File: src/affra_pkg.sv
// Package with the shared constants, status codes, register index and request types of the region allocator.
`default_nettype none
package affra_pkg;
    localparam int TableEntries = 16;
    localparam int IdxW = $clog2(TableEntries);
    localparam logic [23:0] MinAlign = 24'd16;
    localparam logic [23:0] MaxAlign = 24'd65536;
    localparam logic [24:0] RegionFloor = 25'h100000;
    localparam logic [24:0] RegionCeil = 25'h1000000;

    typedef enum logic [2:0] {
        ST_OK = 3'd0,
        ST_BAD_INPUT = 3'd1,
        ST_INACTIVE = 3'd2,
        ST_UNCONFIGURED = 3'd3,
        ST_UNKNOWN_ID = 3'd4,
        ST_NO_CAPACITY = 3'd5
    } status_t;

    typedef enum logic [1:0] {
        REG_BASE = 2'd0,
        REG_SIZE = 2'd1,
        REG_ACTIVE = 2'd2
    } reg_idx_t;

    // Classified request handed from the front to the back.
    typedef struct packed {
        logic        is_release;
        logic        pass;
        status_t     early_status;
        logic [23:0] bytes;
        logic [23:0] align;
        logic [31:0] rid;
    } job_t;
endpackage
`default_nettype wire

File: src/affra_front.sv
// Front part: checks operands, session and region and classifies each request.
`default_nettype none
module affra_front
    import affra_pkg::*;
(
    input  wire logic        clk,
    input  wire logic        rst_n,
    input  wire logic        in_valid,
    output logic             in_stall,
    input  wire logic        kind,
    input  wire logic [23:0] request_bytes,
    input  wire logic [23:0] alignment,
    input  wire logic [31:0] release_id,
    input  wire logic        session_active,
    input  wire logic [23:0] region_base,
    input  wire logic [23:0] region_size,
    output logic             job_valid,
    input  wire logic        job_stall,
    output job_t             job
);
    logic  ok_in;
    logic  reg_ok;
    job_t  job_reg;
    logic  valid_reg;
    logic [24:0] lim;

    always_comb
    begin
        lim = {1'b0, region_base} + {1'b0, region_size};
        reg_ok = ({1'b0, region_base} >= RegionFloor) && (region_size != 24'd0)
            && (region_base[15:0] == 16'd0) && (region_size[15:0] == 16'd0)
            && (lim <= RegionCeil);
        if (kind == 1'b0)
        begin
            ok_in = (request_bytes != 24'd0) && (alignment >= MinAlign)
                && (alignment <= MaxAlign)
                && ((alignment & (alignment - 24'd1)) == 24'd0)
                && (release_id == 32'd0);
        end
        else
        begin
            ok_in = (request_bytes == 24'd0) && (alignment == 24'd0)
                && (release_id != 32'd0);
        end
    end

    assign in_stall = valid_reg && job_stall;
    assign job_valid = valid_reg;
    assign job = job_reg;

    always_ff @(posedge clk or negedge rst_n)
    begin
        if (!rst_n)
        begin
            valid_reg <= 1'b0;
        end
        else if (!in_stall)
        begin
            valid_reg <= in_valid;
        end
    end

    always_ff @(posedge clk)
    begin
        if (in_valid && !in_stall)
        begin
            job_reg.is_release <= kind;
            job_reg.bytes <= request_bytes;
            job_reg.align <= alignment;
            job_reg.rid <= release_id;
            job_reg.pass <= ok_in && session_active && reg_ok;
            if (!ok_in)
            begin
                job_reg.early_status <= ST_BAD_INPUT;
            end
            else if (!session_active)
            begin
                job_reg.early_status <= ST_INACTIVE;
            end
            else
            begin
                job_reg.early_status <= ST_UNCONFIGURED;
            end
        end
    end
endmodule
`default_nettype wire

File: src/affra_back.sv
// Back part: table of reservations, first-fit search sequencer and release.
`default_nettype none
module affra_back
    import affra_pkg::*;
(
    input  wire logic        clk,
    input  wire logic        rst_n,
    input  wire logic        clear,
    input  wire logic [23:0] region_base,
    input  wire logic [23:0] region_size,
    input  wire logic        job_valid,
    output logic             job_stall,
    input  job_t             job,
    output logic             out_valid,
    input  wire logic        out_stall,
    output logic [2:0]       status,
    output logic [31:0]      assigned_id,
    output logic [23:0]      granted_address
);
    typedef enum logic [3:0] {
        S_IDLE = 4'b0001,
        S_SCAN = 4'b0010,
        S_DONE = 4'b0100,
        S_OUT  = 4'b1000
    } state_t;

    state_t state_reg;
    logic [31:0] id_reg [TableEntries];
    logic [23:0] start_reg [TableEntries];
    logic [23:0] len_reg [TableEntries];
    logic [31:0] ident_reg;
    logic [IdxW-1:0] idx_reg;
    logic [IdxW:0] pass_reg;
    logic [24:0] cand_reg;
    job_t job_r;
    logic [2:0]  st_reg;
    logic [31:0] oid_reg;
    logic [23:0] oaddr_reg;
    logic oval_reg;
    logic have_free;
    logic [IdxW-1:0] free_idx;
    logic rel_hit;
    logic [IdxW-1:0] rel_idx;
    logic [24:0] lim;
    logic [24:0] amask;
    logic [25:0] cend;
    logic [24:0] eend;
    logic hit;
    logic [31:0] nid;

    always_comb
    begin
        have_free = 1'b0;
        free_idx = '0;
        rel_hit = 1'b0;
        rel_idx = '0;
        for (int i = TableEntries - 1; i >= 0; i--)
        begin
            if (id_reg[i] == 32'd0)
            begin
                have_free = 1'b1;
                free_idx = IdxW'(i);
            end
            if (id_reg[i] == job_r.rid)
            begin
                rel_hit = 1'b1;
                rel_idx = IdxW'(i);
            end
        end
        lim = {1'b0, region_base} + {1'b0, region_size};
        amask = {1'b0, job_r.align} - 25'd1;
        cend = {1'b0, cand_reg} + {2'b0, job_r.bytes};
        eend = {1'b0, start_reg[idx_reg]} + {1'b0, len_reg[idx_reg]};
        hit = (id_reg[idx_reg] != 32'd0) && (cand_reg < eend)
            && ({2'b0, start_reg[idx_reg]} < cend);
        nid = (ident_reg == 32'd0) ? 32'd1 : ident_reg;
    end

    assign job_stall = (state_reg != S_IDLE) || oval_reg;
    assign out_valid = oval_reg;
    assign status = st_reg;
    assign assigned_id = oid_reg;
    assign granted_address = oaddr_reg;

    always_ff @(posedge clk or negedge rst_n)
    begin
        if (!rst_n)
        begin
            state_reg <= S_IDLE;
            oval_reg <= 1'b0;
            ident_reg <= 32'd1;
            for (int i = 0; i < TableEntries; i++)
            begin
                id_reg[i] <= 32'd0;
                start_reg[i] <= 24'd0;
                len_reg[i] <= 24'd0;
            end
        end
        else
        begin
            if (oval_reg && !out_stall)
            begin
                oval_reg <= 1'b0;
            end
            if (clear)
            begin
                ident_reg <= 32'd1;
                for (int i = 0; i < TableEntries; i++)
                begin
                    id_reg[i] <= 32'd0;
                    start_reg[i] <= 24'd0;
                    len_reg[i] <= 24'd0;
                end
            end
            unique case (state_reg)
                S_IDLE:
                begin
                    if (job_valid && !oval_reg)
                    begin
                        job_r <= job;
                        idx_reg <= '0;
                        pass_reg <= '0;
                        cand_reg <= ({1'b0, region_base} + {1'b0, job.align} - 25'd1)
                            & ~({1'b0, job.align} - 25'd1);
                        state_reg <= S_SCAN;
                    end
                end
                S_SCAN:
                begin
                    if (!job_r.pass)
                    begin
                        st_reg <= job_r.early_status;
                        oid_reg <= 32'd0;
                        oaddr_reg <= 24'd0;
                        state_reg <= S_DONE;
                    end
                    else if (job_r.is_release)
                    begin
                        oid_reg <= 32'd0;
                        oaddr_reg <= 24'd0;
                        if (rel_hit)
                        begin
                            id_reg[rel_idx] <= 32'd0;
                            start_reg[rel_idx] <= 24'd0;
                            len_reg[rel_idx] <= 24'd0;
                            st_reg <= ST_OK;
                        end
                        else
                        begin
                            st_reg <= ST_UNKNOWN_ID;
                        end
                        state_reg <= S_DONE;
                    end
                    else if (!have_free || cend > {1'b0, lim})
                    begin
                        st_reg <= ST_NO_CAPACITY;
                        oid_reg <= 32'd0;
                        oaddr_reg <= 24'd0;
                        state_reg <= S_DONE;
                    end
                    else if (hit)
                    begin
                        cand_reg <= (eend + amask) & ~amask;
                        idx_reg <= '0;
                        pass_reg <= pass_reg + 1'b1;
                        if (pass_reg == (IdxW + 1)'(TableEntries))
                        begin
                            st_reg <= ST_NO_CAPACITY;
                            oid_reg <= 32'd0;
                            oaddr_reg <= 24'd0;
                            state_reg <= S_DONE;
                        end
                    end
                    else if (idx_reg != IdxW'(TableEntries - 1))
                    begin
                        idx_reg <= idx_reg + 1'b1;
                    end
                    else
                    begin
                        id_reg[free_idx] <= nid;
                        start_reg[free_idx] <= cand_reg[23:0];
                        len_reg[free_idx] <= job_r.bytes;
                        ident_reg <= nid + 32'd1;
                        st_reg <= ST_OK;
                        oid_reg <= nid;
                        oaddr_reg <= cand_reg[23:0];
                        state_reg <= S_DONE;
                    end
                end
                S_DONE:
                begin
                    if (!oval_reg || !out_stall)
                    begin
                        oval_reg <= 1'b1;
                        state_reg <= S_IDLE;
                    end
                end
                default:
                begin
                    state_reg <= S_IDLE;
                end
            endcase
        end
    end
endmodule
`default_nettype wire

File: src/aligned_first_fit_region_allocator_unit.sv
// Top level of the aligned first-fit region allocator with its register port.
`default_nettype none
// Each request is classified by the front part and queued in a single-beat register; the
// back part then runs first-fit one table entry per cycle. A release or a rejected request
// is settled without the sequential scan, while an allocate restarts its scan of the
// sixteen-entry table from the first entry after each move of the candidate. The back part
// takes a new request only once the previous result beat has been accepted, so a stalled
// output holds up the input.
// Configuration must only be written while no request is in flight.
module aligned_first_fit_region_allocator_unit
    import affra_pkg::*;
(
    input  wire logic        clk,
    input  wire logic        rst_n,
    input  wire logic        psel,
    input  wire logic        penable,
    input  wire logic        pwrite,
    input  wire logic [3:0]  paddr,
    input  wire logic [31:0] pwdata,
    output logic [31:0]      prdata,
    output logic             pready,
    input  wire logic        in_valid,
    output logic             in_stall,
    input  wire logic        kind,
    input  wire logic [23:0] request_bytes,
    input  wire logic [23:0] alignment,
    input  wire logic [31:0] release_id,
    output logic             out_valid,
    input  wire logic        out_stall,
    output logic [2:0]       status,
    output logic [31:0]      assigned_id,
    output logic [23:0]      granted_address
);
    logic [23:0] base_reg;
    logic [23:0] size_reg;
    logic        active_reg;
    logic        wr;
    logic        clear;
    logic        job_valid;
    logic        job_stall;
    job_t        job;
    reg_idx_t    widx;

    assign pready = 1'b1;
    assign wr = psel && penable && pwrite;
    assign widx = reg_idx_t'(paddr[3:2]);
    assign clear = wr && (((widx == REG_BASE || widx == REG_SIZE) && !active_reg)
        || (widx == REG_ACTIVE && !pwdata[0]));

    always_comb
    begin
        unique case (widx)
            REG_BASE:   prdata = {8'd0, base_reg};
            REG_SIZE:   prdata = {8'd0, size_reg};
            REG_ACTIVE: prdata = {31'd0, active_reg};
            default:    prdata = 32'd0;
        endcase
    end

    always_ff @(posedge clk or negedge rst_n)
    begin
        if (!rst_n)
        begin
            base_reg <= 24'd0;
            size_reg <= 24'd0;
            active_reg <= 1'b0;
        end
        else if (wr)
        begin
            unique case (widx)
                REG_BASE:
                begin
                    if (!active_reg)
                    begin
                        base_reg <= pwdata[23:0];
                    end
                end
                REG_SIZE:
                begin
                    if (!active_reg)
                    begin
                        size_reg <= pwdata[23:0];
                    end
                end
                REG_ACTIVE:
                begin
                    active_reg <= pwdata[0];
                    if (!pwdata[0])
                    begin
                        base_reg <= 24'd0;
                        size_reg <= 24'd0;
                    end
                end
                default:
                begin
                end
            endcase
        end
    end

    affra_front u_front (
        .clk(clk), .rst_n(rst_n), .in_valid(in_valid), .in_stall(in_stall), .kind(kind),
        .request_bytes(request_bytes), .alignment(alignment), .release_id(release_id),
        .session_active(active_reg), .region_base(base_reg), .region_size(size_reg),
        .job_valid(job_valid), .job_stall(job_stall), .job(job)
    );

    affra_back u_back (
        .clk(clk), .rst_n(rst_n), .clear(clear), .region_base(base_reg),
        .region_size(size_reg), .job_valid(job_valid), .job_stall(job_stall), .job(job),
        .out_valid(out_valid), .out_stall(out_stall), .status(status),
        .assigned_id(assigned_id), .granted_address(granted_address)
    );
endmodule
`default_nettype wire

File: config.mk
export PLATFORM = sky130hd
export DESIGN_NAME = aligned_first_fit_region_allocator_unit
export DESIGN_NICKNAME = d
export VERILOG_FILES = /design/src/affra_pkg.sv /design/src/affra_front.sv /design/src/affra_back.sv /design/src/aligned_first_fit_region_allocator_unit.sv
export SDC_FILE = /design/constraint.sdc
export NUM_CORES = 2
export LEC_CHECK = 0
export BUFFER_PORTS_ARGS = -buffer_cell sky130_fd_sc_hd__clkbuf_2
export CAP_MARGIN = 20
export CORE_MARGIN = 2
export CORE_UTILIZATION = 50
export CTS_CLUSTER_DIAMETER = 60
export DETAILED_ROUTE_END_ITERATION = 8
export PLACE_DENSITY = 0.73
export SYNTH_ARGS = -nofsm -noshare
export SYNTH_HDL_FRONTEND = slang
export SYNTH_HIERARCHICAL = 1
export SYNTH_SLANG_ARGS = --single-unit
File: constraint.sdc
create_clock -name clk -period 16.2 [get_ports clk]
set_clock_uncertainty 0.15 [all_clocks]
set_input_delay 0 -clock clk [delete_from_list [all_inputs] [get_ports clk]]
set_output_delay 0 -clock clk [all_outputs]
set_load 0.005 [all_outputs]
==> results.cfg <==
[synthesis]
synth_largest_type_area_fraction_pct = 40.2
post_synth_arst_share_pct = 83.9
synth_cells = 7835
yosysUniqueCellTypes = 116
synth_flop_cell = dfrtp_1
synthMostInstantiatedCell = dfrtp_1
ys_top_cells_by_count = dfrtp_1, nand2_1, o21ai_0, inv_1, xor2_1
post_synth.cell_area_avg_um2 = 10.8
synth_area_mm2 = 0.0849
yosysSeqAreaShare_pct = 49.5
ys_ff_latch = 1628
edff_count_synth = 262
yosys_warnings = 6
dominant_cell_type_by_area_after_synthesis = dfrtp_1
post_synth_main_area_contributors = dfrtp_1, edfxtp_1, mux4_2

[routing]
drt-vias-per-instance = 6.78
drcViolationCount = 0
drt_pass1_iterations = 8
wire_length_per_cell_after_detailed_routing_um = 29.4
finalWirelength_um = 306000
vias = 70700
detailedRoute.firstIterationViolations = 9924
antenna_left = 0

[placement]
post_dp_area_mm2 = 0.0880
place_congestion = 0.996
post-place-cells = 9860
place_hpwl_um = 185000
port_buffers = 198
dpl_worst_slack_ns = 5.36

[power]
vdd.ir_drop.worst_v = 0.000392
p_int_mw = 11.1
power.share.combinational_pct = 47.8
p_leak_nw = 41.8
sequential_share_of_power_pct = 31.3
power_density_mw_per_mm2 = 200
share_of_power_burned_in_the_clock_network_pct = 20.8
net-switching-power_mw = 8.18
report.power.total_mw = 19.3
power_switching_share_pct = 42.4

[cts]
worst_setup_hold_path_clk_slew_ns = 0.07
tritoncts_clock_tree = yes
htree_num_levels = 4
clkSinkCount = 1628
clk_lat_worst_skew_ns = 0.85
ctsLongestPathBuffers = 3
ctsRootBufferMaster = clkbuf_16
tritoncts_buffer_count = 167

[critical_path]
crit-reg2reg-capture = u_back/len_reg[93]$_DFF_PN0_
critical_path_buf_inv_count = 5
worstPathMaxFanout = 82
crit-reg2reg-launch = u_back/idx_reg[0]$_SDFFCE_PP0P_
critical_path_cell_count = 29
cpLargestDelayFamily = compound AO/OA/AOI/OAI gates
critical-path-top-cell-by-count = and2_1
timing.critical_path.required_ns = 16.81
worstSetupStartpointType = flop
crit_arrival_ns = 11.55
worst_setup_path_end_kind = flop
critical_path.slowest_cell = edfxtp_1
setup.reg_to_reg.worst_slack_ns = 5.25
reg2regPathDepth = 29
cpPeakStageDelay_ns = 0.84
critical_path_class = flop to flop

[outcome]
status = completed

[timing]
relSlewSlack_pct = 18.0
hold_viol = 0
rsz_0062_raised_after_global_routing = false
final.setup.tns_ns = 0
layout_setup_ws_ns = 5.25
setup-violations-final = 0
post-route-period-util_pct = 67.6
worst_slew_pin_slew_ns = 1.22
hold_ws_ns = 0.0490
timing.final.max_slew_violations = 0
post-route-min-period_ns = 10.95
max_freq_mhz = 91.4

[floorplan]
initial_utilization_pct = 50.2
die_area_mm2 = 0.173
top_level_ports = 218
core_mm2 = 0.169
core.rowCount = 151
fp.dieW_um = 416
die_h_um = 416

[finish]
final_core_util_pct = 56.9
flip_flop_count_of_the_largest_register_after_layout = 512
finalNetCount = 8414
postLayoutCellArea_mm2 = 0.0962
post_layout_nonfiller_instances = 10400
area.growth.synth_to_final_pct = 13.3
final.fill_count = 13700
final_layout_size_suffix_gt1_share_pct = 12.6

[worst_hold_path]
worst_hold_launch = pwdata[0]
holdCritPathClass = primary input to flop
hold_end = size_reg[0]$_DFFE_PN0P_
timing.hold.worst_path_depth = 4

[grt]
maximum_number_of_pins_on_one_net_before_global_route_repair = 177
antenna_violations_before_repair = 12
grt-ovfl-total = 0
grt_pass1_wl_um = 455000
grt_pass1_vias = 70200
globalRouteTotalUtil_pct = 35.0

[run]
maxCapViolations = 0
cell type report:
cell class | count | area (um2) | share of cell area (%)
sequential | 1628 | 42100 | 43.7
multi-input combinational | 5206 | 39200 | 40.7
clock buffer | 245 | 4930 | 5.12
timing repair buffer | 609 | 4890 | 5.08
tap | 2218 | 2780 | 2.88
inverter | 433 | 1630 | 1.69
clock inverter | 64 | 753 | 0.783
antenna | 13 | 32.5 | 0.0338
cells in the final DEF, fill, tap and decap left out, drive strengths merged, types with 37 or more instances in the layout:
cell type and count:
dfrtp 1364, a22o 366, a21oi 200, nand4 130, mux4 241, o21ai 603
nor4 274, inv 445, and2 93, ha 239, edfxtp 262, o2bb2ai 246
xor2 430, a32o 52, nor3 88, o31ai 46, xnor2 232, buf 187
nor2 296, o22ai 111, dlygate4sd3 224, nand2b 49, nand3 122, a21o 54
nand2 776, clkinv 37, a211oi 42, clkbuf 442
worst min-delay path: cells and delay by family:
family | cells | cell delay [ns]
compound gates | 2 | 0.31
buf+inv | 2 | 0.68
how the worst max path moves through the flow:
stage                               startpoint                                  end  slack [ns]
3_3_place_gp   u_back/idx_reg[0]$_SDFFCE_PP0P_        u_back/len_reg[340]$_DFF_PN0_        5.55
5_1_grt        u_back/idx_reg[0]$_SDFFCE_PP0P_         u_back/len_reg[82]$_DFF_PN0_        4.82
6_report       u_back/idx_reg[0]$_SDFFCE_PP0P_         u_back/len_reg[93]$_DFF_PN0_        5.25
2_1_floorplan  u_back/idx_reg[0]$_SDFFCE_PP0P_  u_back/assigned_id[0]$_SDFFCE_PP0P_        4.32
3_5_place_dp   u_back/idx_reg[0]$_SDFFCE_PP0P_      u_back/start_reg[337]$_DFF_PN0_        5.36
4_1_cts        u_back/idx_reg[0]$_SDFFCE_PP0P_      u_back/start_reg[337]$_DFF_PN0_        5.31
metal layers:
metal,vias to the layer above,GRT usage [%],part of all wire (%)
met5,-,0,0.017
met4,8,23.7,7.8
met3,1389,10.4,13
met2,5260,52.0,44
met1,34900,44.2,36
li1,29100,-,-
cell families after synthesis:
| group | share of synthesized area [%] |
|---|---|
| muxes | 6.77 |
| AOI/OAI and AO/OA | 16.7 |
| xor gates and xnor gates | 6.83 |
| other | 0.0133 |
| DFF | 49.5 |
| and+or+nand+nor | 11.5 |
| buffers and inverters | 4.88 |
| adders and majority gates | 3.72 |
power by group through the flow:
| stage | clock network, mW | logic, mW | registers, mW |
|---|---|---|---|
| final | 4.02 | 9.22 | 6.04 |
| after global routing | 4.20 | 9.89 | 6.12 |
| after CTS | 4.03 | 8.96 | 6.00 |
| after detailed placement | 0 | 8.84 | 6.06 |
| after global placement | 0 | 8.57 | 6.00 |
| after floorplan | 0 | 6.36 | 5.73 |
timing repair:
| item | CTS | global route |
|---|---|---|
| endpoints found under the setup margin | 0 | 0 |
| gates resized for setup | 0 | 0 |
| hold endpoints to repair | 535 | 0 |
| hold buffers | 225 | 0 |
| setup buffers | 0 | 0 |
No activity file was read; power rests on OpenSTA's default activity.
